### src/design/particulate_frame_deframer_macros.svh
// ----------------------------------------------------------------------------
// Assertion macros for the particulate frame deframer
// Shared helpers for concurrent checks, clocked on clk and disabled in reset.
// ----------------------------------------------------------------------------
`ifndef PARTICULATE_FRAME_DEFRAMER_MACROS_SVH
`define PARTICULATE_FRAME_DEFRAMER_MACROS_SVH

// same-cycle implication
`define PFD_ASSERT_NOW(lbl, pre, post, msg) \
  lbl: assert property (@(posedge clk) disable iff (rst) (pre) |-> (post)) else $error(msg);

// next-cycle implication
`define PFD_ASSERT_NEXT(lbl, pre, post, msg) \
  lbl: assert property (@(posedge clk) disable iff (rst) (pre) |=> (post)) else $error(msg);

`endif

### src/design/pfd_pkg.sv
// ----------------------------------------------------------------------------
// pfd_pkg
// Constants and types shared by the particulate frame deframer modules.
// ----------------------------------------------------------------------------
`default_nettype none

package pfd_pkg;

  localparam int FRAME_LEN = 10;
  // the last byte of a frame is never stored; it is the byte in transfer
  localparam int NUM_CELLS = FRAME_LEN - 1;
  localparam int COUNT_W   = $clog2(FRAME_LEN);

  localparam logic [7:0] HEADER_BYTE  = 8'hAA;
  localparam logic [7:0] TRAILER_BYTE = 8'hAB;

  typedef struct packed {
    logic [15:0] pm25_tenths;
    logic [15:0] pm10_tenths;
    logic        pm25_changed;
    logic        pm10_changed;
  } pfd_result_t;

endpackage

`default_nettype wire

### src/design/particulate_frame_deframer.sv
// ----------------------------------------------------------------------------
// particulate_frame_deframer
// Ten-byte particulate sensor frame parser with checksum and change flags.
// ----------------------------------------------------------------------------
// Usage:
//   Input channel rx_valid/rx_stall/rx_byte carries one received serial byte
//   per transfer. Output channel out_valid/out_stall carries one reading
//   (pm25_tenths, pm10_tenths and their changed flags) for every ten-byte
//   frame with header 0xAA, trailer 0xAB and a matching sum checksum.
//   Throughput: one byte per cycle while not stalled, set by the nine-cell
//   byte shift line, which moves one step per accepted byte; a failed
//   trailer realigns the window in the same cycle by a priority pick over
//   the cell header flags. Readings are registered in the output stage.
//   A two-entry output stage lets bytes keep flowing while one reading waits;
//   rx_stall rises only once a second reading is held behind a stalled
//   receiver, and falls as soon as the receiver takes one.
//   Reset (rst, synchronous) empties the window, clears the stored last
//   readings to zero and drops any pending output. No clearing pass is
//   needed; the cells hold data only.
// ----------------------------------------------------------------------------
`default_nettype none

`include "particulate_frame_deframer_macros.svh"

module particulate_frame_deframer (
  input  logic        clk,
  input  logic        rst,
  input  logic        rx_valid,
  output logic        rx_stall,
  input  logic [7:0]  rx_byte,
  output logic        out_valid,
  input  logic        out_stall,
  output logic [15:0] pm25_tenths,
  output logic [15:0] pm10_tenths,
  output logic        pm25_changed,
  output logic        pm10_changed
);
  import pfd_pkg::*;

  localparam logic [COUNT_W-1:0] LAST_CNT = COUNT_W'(NUM_CELLS);

  logic [COUNT_W-1:0] count;
  logic [COUNT_W-1:0] count_next;
  logic [COUNT_W-1:0] realign_cnt;
  logic [15:0]        last_pm25;
  logic [15:0]        last_pm10;

  logic [7:0]           cell_q [NUM_CELLS];
  logic [NUM_CELLS-1:0] cell_hdr;

  logic        acc;
  logic        append;
  logic        full;
  logic        trailer_ok;
  logic [7:0]  sum;
  logic        res_valid;
  pfd_result_t res;
  pfd_result_t out_res;
  logic        buf_full;

  assign acc    = rx_valid && !rx_stall;
  assign append = (count != '0) || (rx_byte == HEADER_BYTE);
  assign full   = append && (count == LAST_CNT);

  // cell 0 holds the newest byte
  genvar k;
  generate
    for (k = 0; k < NUM_CELLS; k++) begin : g_cell
      pfd_cell u_cell (
        .clk      (clk),
        .shift    (acc && append),
        .din      ((k == 0) ? rx_byte : cell_q[(k == 0) ? 0 : k - 1]),
        .dout     (cell_q[k]),
        .is_header(cell_hdr[k])
      );
    end
  endgenerate

  // With nine bytes held plus the incoming one, frame byte j sits in cell 8-j
  // and byte 9 is rx_byte.
  assign trailer_ok = (rx_byte == TRAILER_BYTE);
  assign sum = cell_q[1] + cell_q[2] + cell_q[3] + cell_q[4] + cell_q[5] + cell_q[6];

  assign res.pm25_tenths  = {cell_q[5], cell_q[6]};
  assign res.pm10_tenths  = {cell_q[3], cell_q[4]};
  assign res.pm25_changed = (res.pm25_tenths != last_pm25);
  assign res.pm10_changed = (res.pm10_tenths != last_pm10);
  assign res_valid        = acc && full && trailer_ok && (sum == cell_q[0]);

  // Realign: the earliest header after frame byte 0 becomes the new start.
  // Cell c holds frame byte 8-c, so the oldest matching cell wins.
  always_comb begin
    realign_cnt = (rx_byte == HEADER_BYTE) ? COUNT_W'(1) : '0;
    for (int c = 0; c < NUM_CELLS - 1; c++) begin
      if (cell_hdr[c]) begin
        realign_cnt = COUNT_W'(c + 2);
      end
    end
  end

  always_comb begin
    count_next = count;
    if (acc && append) begin
      if (!full) begin
        count_next = count + COUNT_W'(1);
      end else if (trailer_ok) begin
        count_next = '0;
      end else begin
        count_next = realign_cnt;
      end
    end
  end

  always_ff @(posedge clk) begin
    if (rst) begin
      count     <= '0;
      last_pm25 <= '0;
      last_pm10 <= '0;
    end else begin
      count <= count_next;
      if (res_valid) begin
        last_pm25 <= res.pm25_tenths;
        last_pm10 <= res.pm10_tenths;
      end
    end
  end

  pfd_outbuf u_outbuf (
    .clk      (clk),
    .rst      (rst),
    .res_valid(res_valid),
    .res      (res),
    .full     (buf_full),
    .out_valid(out_valid),
    .out_stall(out_stall),
    .out_res  (out_res)
  );

  assign rx_stall     = buf_full;
  assign pm25_tenths  = out_res.pm25_tenths;
  assign pm10_tenths  = out_res.pm10_tenths;
  assign pm25_changed = out_res.pm25_changed;
  assign pm10_changed = out_res.pm10_changed;

  `PFD_ASSERT_NOW(a_count_range, 1'b1, count <= LAST_CNT, "window count out of range")
  `PFD_ASSERT_NOW(a_stall_needs_out, rx_stall, out_valid, "input stalled with empty output")
  `PFD_ASSERT_NEXT(a_frame_clears, acc && full && trailer_ok, count == '0,
                   "window not emptied after framed packet")
  `PFD_ASSERT_NEXT(a_result_shown, res_valid && !out_valid, out_valid,
                   "accepted reading not presented")

endmodule

`default_nettype wire

### src/design/pfd_cell.sv
// ----------------------------------------------------------------------------
// pfd_cell
// One byte of the receive shift line, with a local header match flag.
// ----------------------------------------------------------------------------
`default_nettype none

module pfd_cell (
  input  logic       clk,
  input  logic       shift,
  input  logic [7:0] din,
  output logic [7:0] dout,
  output logic       is_header
);
  import pfd_pkg::*;

  logic [7:0] data;

  always_ff @(posedge clk) begin
    if (shift) begin
      data <= din;
    end
  end

  assign dout      = data;
  assign is_header = (data == HEADER_BYTE);

endmodule

`default_nettype wire

### src/design/pfd_outbuf.sv
// ----------------------------------------------------------------------------
// pfd_outbuf
// Two-entry output stage: output register plus skid register.
// ----------------------------------------------------------------------------
`default_nettype none

module pfd_outbuf (
  input  logic                clk,
  input  logic                rst,
  input  logic                res_valid,
  input  pfd_pkg::pfd_result_t res,
  output logic                full,
  output logic                out_valid,
  input  logic                out_stall,
  output pfd_pkg::pfd_result_t out_res
);
  import pfd_pkg::*;

  logic        skid_valid;
  pfd_result_t skid;
  logic        take;

  assign take = out_valid && !out_stall;
  assign full = skid_valid;

  always_ff @(posedge clk) begin
    if (rst) begin
      out_valid  <= 1'b0;
      skid_valid <= 1'b0;
    end else if (skid_valid) begin
      // upstream is stalled while the skid entry is occupied
      if (take) begin
        out_res    <= skid;
        skid_valid <= 1'b0;
      end
    end else if (!out_valid || take) begin
      out_valid <= res_valid;
      out_res   <= res;
    end else if (res_valid) begin
      skid       <= res;
      skid_valid <= 1'b1;
    end
  end

endmodule

`default_nettype wire
### config.mk
export PLATFORM = sky130hd
export DESIGN_NAME = particulate_frame_deframer
export DESIGN_NICKNAME = d
export VERILOG_FILES = /design/src/design/pfd_pkg.sv /design/src/design/particulate_frame_deframer.sv /design/src/design/pfd_cell.sv /design/src/design/pfd_outbuf.sv
export VERILOG_INCLUDE_DIRS = /design/src /design/src/design
export SDC_FILE = /design/constraint.sdc
export NUM_CORES = 1
export LEC_CHECK = 0
export BUFFER_PORTS_ARGS = -buffer_cell sky130_fd_sc_hd__buf_2
export CAP_MARGIN = 20
export CORE_AREA = 2 2 152 154
export CTS_CLUSTER_SIZE = 14
export DETAILED_ROUTE_END_ITERATION = 10
export DIE_AREA = 0 0 154 156
export GPL_TIMING_DRIVEN = 0
export HOLD_SLACK_MARGIN = 0.15
export PLACE_DENSITY_LB_ADDON = 0.08
export RECOVER_POWER = 100
export SYNTH_ARGS = -nofsm -noshare
export SYNTH_HDL_FRONTEND = slang
export SYNTH_HIERARCHICAL = 1
export SYNTH_SLANG_ARGS = --single-unit
export TNS_END_PERCENT = 30
### constraint.sdc
create_clock -name clk -period 6.4 [get_ports clk]
set_input_delay 0.32 -clock clk [delete_from_list [all_inputs] [get_ports clk]]
set_output_delay 0.32 -clock clk [all_outputs]
set_load 0.005 [all_outputs]
==> run_summary.xml, run 1 <==
<?xml version="1.0" encoding="UTF-8"?>
<metrics>
  <group name="drt">
    <metric name="routed_wirelength" unit="µm">18400</metric>
    <metric name="drtIter0Drc" unit="">329</metric>
    <metric name="num_vias" unit="">4825</metric>
    <metric name="postRouteAntennaNets" unit="">0</metric>
    <metric name="firstDrtPassIters" unit="">5</metric>
    <metric name="wire_per_inst" unit="µm">19.7</metric>
    <metric name="post_detailed_route_via_to_cell_ratio" unit="">5.16</metric>
    <metric name="drc" unit="">0</metric>
  </group>
  <group name="floorplanning">
    <metric name="core.rowCount" unit="">55</metric>
    <metric name="die_width" unit="µm">154</metric>
    <metric name="core" unit="µm²">22400</metric>
    <metric name="floorplan.die.height" unit="µm">156</metric>
    <metric name="start_util" unit="%">35.5</metric>
    <metric name="die_area" unit="µm²">24000</metric>
    <metric name="total_i_o_pin_count" unit="">48</metric>
  </group>
  <group name="worst_setup_path">
    <metric name="worstSetupEndpointType" unit="">register</metric>
    <metric name="crit_slowest_cell" unit="">sky130_fd_sc_hd__fa_1</metric>
    <metric name="timing.critical_path.required" unit="ns">6.54</metric>
    <metric name="r2r_setup_slack" unit="ns">0.67</metric>
    <metric name="path_class" unit="">reg -&gt; reg</metric>
    <metric name="worstPathCellList" unit="">fa_1 &gt; inv_1 &gt; fa_1 &gt; fa_1 &gt; inv_1 &gt; ha_1 &gt; fa_1 &gt; xnor2_1 &gt; nand4_1 &gt; nor4_1 &gt; nand3_1 &gt; clkbuf_1 &gt; nor3_1 &gt; nand2b_1 &gt; nor3_4 &gt; buf_16 &gt; buf_16</metric>
    <metric name="crit-reg2reg-capture" unit="">u_outbuf/skid[3]$_DFFE_PP_</metric>
    <metric name="cpMostUsedCell" unit="">sky130_fd_sc_hd__fa_1</metric>
    <metric name="worst_r2r_startpoint" unit="">g_cell[6].u_cell/dout[2]$_DFFE_PP_</metric>
    <metric name="cpPeakStageDelay" unit="ns">0.60</metric>
    <metric name="start_kind" unit="">register</metric>
    <metric name="critical_path.max_fanout" unit="">18</metric>
    <metric name="r2r.worst_path.cells" unit="">17</metric>
    <metric name="critical_path_arrival" unit="ns">5.87</metric>
  </group>
  <group name="run">
    <metric name="cap_viol_max_count" unit="">3</metric>
  </group>
  <group name="hold_path">
    <metric name="min_delay_path_depth" unit="">3</metric>
    <metric name="hold_path_end" unit="">u_outbuf/out_valid$_SDFFE_PP0P_</metric>
    <metric name="hold_path.startpoint" unit="">out_stall</metric>
    <metric name="hold_class" unit="">in -&gt; reg</metric>
  </group>
  <group name="yosys">
    <metric name="synth_top_family_by_area" unit="">simple AND/OR/NAND/NOR gates</metric>
    <metric name="synth_cell_type_count" unit="">50</metric>
    <metric name="synthFlopType" unit="">sky130_fd_sc_hd__edfxtp_1</metric>
    <metric name="synth-seq-cells" unit="">170</metric>
    <metric name="synthesis.area_per_instance" unit="µm²">14.2</metric>
    <metric name="synth_edf_count" unit="">132</metric>
    <metric name="postSynthNetCount" unit="">608</metric>
    <metric name="synth.top_cells.by_area" unit="">sky130_fd_sc_hd__edfxtp_1 50%, sky130_fd_sc_hd__dfxtp_1 9.6%, sky130_fd_sc_hd__fa_1 6.8%</metric>
    <metric name="synth_simple_gate_area_share" unit="%">9.01</metric>
    <metric name="compound_gate_fraction_of_synth_area" unit="%">7.13</metric>
    <metric name="synth_sequential_area_ratio" unit="%">59.5</metric>
    <metric name="synth_largest_area_cell" unit="">sky130_fd_sc_hd__edfxtp_1</metric>
    <metric name="yosys.cell_count.top_type" unit="">sky130_fd_sc_hd__edfxtp_1</metric>
    <metric name="fraction_of_synthesized_area_in_multiplexers" unit="%">5.62</metric>
    <metric name="synth_area" unit="µm²">7950</metric>
    <metric name="synth-async-reset-ratio" unit="%">0</metric>
    <metric name="ys_top_cells_by_count" unit="">132 x sky130_fd_sc_hd__edfxtp_1, 42 x sky130_fd_sc_hd__inv_1, 38 x sky130_fd_sc_hd__a21oi_1, 38 x sky130_fd_sc_hd__dfxtp_1, 36 x sky130_fd_sc_hd__xor2_1</metric>
    <metric name="synth_xor_xnor_area_share" unit="%">6.33</metric>
    <metric name="yosys_warnings" unit="">6</metric>
    <metric name="area_share_of_the_largest_cell_type_after_synthesis" unit="%">49.9</metric>
    <metric name="cells_after_synth" unit="">560</metric>
    <metric name="synth_adder_area_share" unit="%">8.22</metric>
  </group>
  <group name="clock_network">
    <metric name="cts_max_level" unit="">4</metric>
    <metric name="clock_insertion_delay_worst_skew" unit="ns">0.43</metric>
    <metric name="cts_sinks" unit="">170</metric>
    <metric name="clock_tree_from_tritoncts" unit="">built</metric>
    <metric name="cts-buffers-inserted" unit="">17</metric>
    <metric name="cts_post_setup_buffers_inserted" unit="">0</metric>
    <metric name="clock_tree.root_cell" unit="">sky130_fd_sc_hd__clkbuf_16</metric>
    <metric name="clockBufferDepth" unit="">2</metric>
    <metric name="cts.reportedPaths.clkPinSlew" unit="ns">0.07</metric>
  </group>
  <group name="outcome">
    <metric name="failed_checks" unit="">max-capacitance violations, max-slew violations</metric>
    <metric name="run_status" unit="">finished, violations left</metric>
  </group>
  <group name="timing">
    <metric name="number_of_setup_violations_in_the_final_report" unit="">0</metric>
    <metric name="worst_pin_slew" unit="ns">2.08</metric>
    <metric name="period_minus_slack" unit="ns">5.73</metric>
    <metric name="final-hold-violation-count" unit="">0</metric>
    <metric name="timing.clock.skew" unit="ns">0.0161</metric>
    <metric name="period_share" unit="%">89.5</metric>
    <metric name="unrepaired_setup_endpoints_after_global_routing" unit="">false</metric>
    <metric name="layout_setup_ws" unit="ns">0.672</metric>
    <metric name="max_clock_freq" unit="GHz">0.175</metric>
    <metric name="maxSlewViolCount" unit="">109</metric>
    <metric name="timing.max_slew.rel_slack" unit="%">-38.9</metric>
  </group>
  <group name="placed_design">
    <metric name="io_buffers" unit="">47</metric>
    <metric name="gp_congestion" unit="">0.827</metric>
    <metric name="dpl.hpwl" unit="µm">12800</metric>
    <metric name="preCtsSetupSlack" unit="ns">0.764</metric>
  </group>
  <group name="cells_and_area">
    <metric name="nFillCells" unit="">2036</metric>
    <metric name="final_net_count" unit="">686</metric>
    <metric name="area_growth" unit="%">15.1</metric>
    <metric name="post-route-util" unit="%">40.9</metric>
    <metric name="drive_gt1_share" unit="%">15.8</metric>
    <metric name="diodes_inserted" unit="">0</metric>
  </group>
  <group name="global_routing">
    <metric name="grt_max_degree" unit="">41</metric>
    <metric name="global_route.overflow_total" unit="">0</metric>
    <metric name="globalRouteTotalUtil" unit="%">16.2</metric>
    <metric name="wire_length_of_the_first_global_routing_pass" unit="µm">29100</metric>
    <metric name="grt_antenna_before_repair" unit="">0</metric>
    <metric name="grt_pass1_vias" unit="">4942</metric>
  </group>
</metrics>
## worst max-delay path: cells and delay by family (launching register included)
family	cells	cell delay, ns
DFF	1	0.56
xor gates and xnor gates	1	0.20
buffers and inverters	5	0.82
and+or+nand+nor	6	1.49
adders and majority gates	5	2.35
## worst max-delay path by stage
stage                                       startpoint                     endpoint  cells after the start
floorplan           g_cell[6].u_cell/dout[2]$_DFFE_PP_   u_outbuf/skid[0]$_DFFE_PP_                     15
global placement    g_cell[6].u_cell/dout[2]$_DFFE_PP_  u_outbuf/skid[14]$_DFFE_PP_                     15
detailed placement  g_cell[6].u_cell/dout[2]$_DFFE_PP_   u_outbuf/skid[2]$_DFFE_PP_                     17
CTS                 g_cell[6].u_cell/dout[2]$_DFFE_PP_   u_outbuf/skid[3]$_DFFE_PP_                     17
global route        g_cell[6].u_cell/dout[2]$_DFFE_PP_   u_outbuf/skid[3]$_DFFE_PP_                     17
finish              g_cell[6].u_cell/dout[2]$_DFFE_PP_   u_outbuf/skid[3]$_DFFE_PP_                     17
## what timing repair did
item                      CTS  global route
hold endpoints to repair   10             0
hold buffers                9             0
resized for setup           0             0
## registers in the layout, summed over array words and instances, names as in the netlist
signal / flops
count: 4
last_pm25: 16
u_outbuf/out_res: 34
u_outbuf/skid: 34
last_pm10: 16
u_outbuf/full: 1
g_cell.u_cell/dout: 64
u_outbuf/out_valid: 1
## cell type report
class	count	area [µm²]	area share, %
tap	285	357	3.90
sequential	170	4720	51.7
timing repair buffer	59	364	3.98
clock buffer	20	457	4.99
clock inverter	11	96.3	1.05
buffer	28	149	1.63
inverter	42	158	1.72
multi-input combinational	320	2840	31.1
## per-stage QoR
step	TNS (ns)	std cells	hold WS [ns]	area, µm²
after global placement	-32.57	892	0.468	8540
after floorplan	0	560	0.389	7950
after CTS	0	935	0.212	9270
final	0	935	0.227	9150
after detailed placement	0	895	0.474	8630
after global routing	0	935	0.239	9150
## per-layer routing
metal	share of wire (%)	vias to the layer above	routed length (µm)	track usage, %
met3	3.9	31	718	3.53
met2	48	114	8750	25.6
met5	0	-	0	0
li1	-	2247	-	-
met1	46	2433	8510	21.7
met4	2.4	0	433	6.68
## placed cells by master (no fill, tap or decap), types with 9 or more instances in the layout
cell type,Yosys,layout
sky130_fd_sc_hd__a21oi_1,38,38
sky130_fd_sc_hd__buf_2,13,39
sky130_fd_sc_hd__clkbuf_1,5,31
sky130_fd_sc_hd__clkbuf_16,0,17
sky130_fd_sc_hd__dfxtp_1,38,38
sky130_fd_sc_hd__dlygate4sd3_1,0,9
sky130_fd_sc_hd__edfxtp_1,132,132
sky130_fd_sc_hd__fa_1,27,27
sky130_fd_sc_hd__ha_1,9,9
sky130_fd_sc_hd__inv_1,42,42
sky130_fd_sc_hd__mux2_1,0,15
sky130_fd_sc_hd__mux2_2,17,17
sky130_fd_sc_hd__nand4_1,35,35
sky130_fd_sc_hd__nand4bb_1,16,16
sky130_fd_sc_hd__nor2_1,16,16
sky130_fd_sc_hd__nor4_1,11,11
sky130_fd_sc_hd__o31ai_1,32,32
sky130_fd_sc_hd__xnor2_1,14,14
sky130_fd_sc_hd__xor2_1,36,36
## kinds of logic (layout without fill, tap and decap cells)
| family | Yosys count | after routing |
|---|---|---|
| adders and majority gates | 36 | 36 |
| DFF | 170 | 170 |
| and+or+nand+nor | 109 | 109 |
| xor gates and xnor gates | 53 | 53 |
| AOI/OAI and AO/OA | 88 | 88 |
| buffers and inverters | 70 | 160 |
| muxes | 34 | 34 |
Power of run 1 is left out: the tool's default activity adds up to more than one toggle a clock period on the data nets, which glitch-free logic cannot reach.
==> run 2: changes to the inputs <==
CTS_BUF_LIST = sky130_fd_sc_hd__clkbuf_2 sky130_fd_sc_hd__clkbuf_4 sky130_fd_sc_hd__clkbuf_8   (was unset)
==> run_summary.xml, run 2 (synthesis results as in run 1) <==
<?xml version="1.0" encoding="UTF-8"?>
<metrics>
  <group name="cells_and_area">
    <metric name="final_net_count" unit="">686</metric>
    <metric name="layout.cells.most_common" unit="">sky130_fd_sc_hd__edfxtp_1</metric>
    <metric name="nFillCells" unit="">2063</metric>
    <metric name="drive_gt1_share" unit="%">16.0</metric>
    <metric name="area_growth" unit="%">12.7</metric>
    <metric name="diodes_inserted" unit="">0</metric>
    <metric name="largest_reg_flops" unit="">64</metric>
    <metric name="most_frequent_cells_in_the_layout" unit="">132 x sky130_fd_sc_hd__edfxtp_1, 42 x sky130_fd_sc_hd__inv_1, 39 x sky130_fd_sc_hd__buf_2</metric>
    <metric name="layoutNonFillerInstCount" unit="">935</metric>
  </group>
  <group name="clock_network">
    <metric name="clockBufferDepth" unit="">2</metric>
    <metric name="cts_sinks" unit="">170</metric>
    <metric name="cts.reportedPaths.clkPinSlew" unit="ns">0.09</metric>
    <metric name="clock_tree.root_cell" unit="">sky130_fd_sc_hd__clkbuf_8</metric>
    <metric name="clock_tree_from_tritoncts" unit="">built</metric>
    <metric name="cts_max_level" unit="">4</metric>
    <metric name="cts-buffers-inserted" unit="">17</metric>
    <metric name="cts_post_setup_buffers_inserted" unit="">0</metric>
    <metric name="clock_insertion_delay_worst_skew" unit="ns">0.46</metric>
  </group>
  <group name="drt">
    <metric name="drc" unit="">0</metric>
    <metric name="num_vias" unit="">4798</metric>
    <metric name="post_detailed_route_via_to_cell_ratio" unit="">5.13</metric>
    <metric name="drtIter0Drc" unit="">315</metric>
    <metric name="wire_per_inst" unit="µm">19.6</metric>
    <metric name="postRouteAntennaNets" unit="">0</metric>
    <metric name="firstDrtPassIters" unit="">4</metric>
    <metric name="routed_wirelength" unit="µm">18300</metric>
  </group>
  <group name="worst_setup_path">
    <metric name="critical_path.max_fanout" unit="">18</metric>
    <metric name="worstSetupEndpointType" unit="">register</metric>
    <metric name="critical_path_arrival" unit="ns">5.90</metric>
    <metric name="start_kind" unit="">register</metric>
    <metric name="r2r.worst_path.cells" unit="">17</metric>
    <metric name="path_class" unit="">reg -&gt; reg</metric>
    <metric name="r2r_setup_slack" unit="ns">0.67</metric>
    <metric name="timing.critical_path.required" unit="ns">6.57</metric>
  </group>
  <group name="timing">
    <metric name="timing.max_slew.rel_slack" unit="%">-38.3</metric>
    <metric name="period_minus_slack" unit="ns">5.73</metric>
    <metric name="timing.setup.tns" unit="ns">0</metric>
    <metric name="timing.clock.skew" unit="ns">0.0236</metric>
    <metric name="max_clock_freq" unit="GHz">0.174</metric>
    <metric name="final-hold-violation-count" unit="">0</metric>
    <metric name="maxSlewViolCount" unit="">109</metric>
    <metric name="period_share" unit="%">89.5</metric>
    <metric name="timing.hold.ws" unit="ns">0.200</metric>
    <metric name="unrepaired_setup_endpoints_after_global_routing" unit="">false</metric>
    <metric name="layout_setup_ws" unit="ns">0.669</metric>
    <metric name="worst_pin_slew" unit="ns">2.07</metric>
    <metric name="number_of_setup_violations_in_the_final_report" unit="">0</metric>
  </group>
  <group name="floorplanning">
    <metric name="core.rowCount" unit="">55</metric>
    <metric name="total_i_o_pin_count" unit="">48</metric>
    <metric name="die_area" unit="µm²">24000</metric>
    <metric name="start_util" unit="%">35.5</metric>
    <metric name="die_width" unit="µm">154</metric>
    <metric name="core" unit="µm²">22400</metric>
    <metric name="floorplan.die.height" unit="µm">156</metric>
  </group>
  <group name="run">
    <metric name="cap_viol_max_count" unit="">3</metric>
  </group>
  <group name="global_routing">
    <metric name="globalRouteTotalUtil" unit="%">16.1</metric>
    <metric name="grt_pass1_vias" unit="">4995</metric>
    <metric name="grt_antenna_before_repair" unit="">0</metric>
    <metric name="wire_length_of_the_first_global_routing_pass" unit="µm">29000</metric>
    <metric name="global_route.overflow_total" unit="">0</metric>
    <metric name="grt_max_degree" unit="">41</metric>
  </group>
  <group name="placed_design">
    <metric name="io_buffers" unit="">47</metric>
    <metric name="dpl.hpwl" unit="µm">12800</metric>
    <metric name="place_inst" unit="">895</metric>
    <metric name="preCtsSetupSlack" unit="ns">0.764</metric>
    <metric name="gp_congestion" unit="">0.827</metric>
  </group>
  <group name="hold_path">
    <metric name="min_delay_path_depth" unit="">3</metric>
    <metric name="hold_class" unit="">in -&gt; reg</metric>
  </group>
  <group name="outcome">
    <metric name="failed_checks" unit="">max-capacitance violations, max-slew violations</metric>
    <metric name="run_status" unit="">finished, violations left</metric>
  </group>
</metrics>
==> run 2: timing repair <==
item                                   in CTS  in global routing
resized for setup                           0                  0
endpoints found under the hold margin      10                  0
hold buffers                                9                  0
==> run 2: path summary, 6_finish.rpt <==
path,from,endpoint
max reg2reg,g_cell[6].u_cell/dout[2]$_DFFE_PP_,u_outbuf/skid[3]$_DFFE_PP_
max,g_cell[6].u_cell/dout[2]$_DFFE_PP_,u_outbuf/skid[3]$_DFFE_PP_
min,out_stall,u_outbuf/out_valid$_SDFFE_PP0P_
min reg2reg,last_pm25[2]$_SDFFE_PP0P_,last_pm25[2]$_SDFFE_PP0P_
==> run 2: layout make-up <==
cell class	instances	area (µm²)	area share, %
tap	285	357	3.98
clock buffer	20	269	3.00
timing repair buffer	59	364	4.06
clock inverter	11	96.3	1.08
buffer	28	149	1.66
multi-input combinational	320	2840	31.7
inverter	42	158	1.76
sequential	170	4720	52.7
==> run 2: layer usage <==
| metal | vias up | routed length (µm) | global-route usage, % | part of all wire (%) |
|---|---|---|---|---|
| met5 | - | 0 | 0 | 0 |
| met1 | 2397 | 8300 | 21.4 | 45 |
| li1 | 2248 | - | - | - |
| met3 | 36 | 763 | 3.19 | 4.2 |
| met2 | 117 | 8770 | 25.6 | 48 |
| met4 | 0 | 462 | 7.12 | 2.5 |
==> run 2: critical path, cell delays in order, from the launching register on <==
cell and delay (ns):
sky130_fd_sc_hd__edfxtp_1 0.57, sky130_fd_sc_hd__fa_1 0.60, sky130_fd_sc_hd__inv_1 0.06, sky130_fd_sc_hd__fa_1 0.51, sky130_fd_sc_hd__fa_1 0.55, sky130_fd_sc_hd__inv_1 0.04
sky130_fd_sc_hd__ha_1 0.22, sky130_fd_sc_hd__fa_1 0.47, sky130_fd_sc_hd__xnor2_1 0.20, sky130_fd_sc_hd__nand4_1 0.10, sky130_fd_sc_hd__nor4_1 0.36, sky130_fd_sc_hd__nand3_1 0.39
sky130_fd_sc_hd__clkbuf_1 0.35, sky130_fd_sc_hd__nor3_1 0.28, sky130_fd_sc_hd__nand2b_1 0.15, sky130_fd_sc_hd__nor3_4 0.20, sky130_fd_sc_hd__buf_16 0.20, sky130_fd_sc_hd__buf_16 0.17
==> run 2: metrics by stage <==
step                      instance area [µm²]  utilization, %
after global routing                     8960            40.1
after CTS                                9080            40.6
after detailed placement                 8630            38.6
after global placement                   8540            38.2
after floorplan                          7950               -
final                                    8960            40.1
Power of run 2 is left out for the same reason.
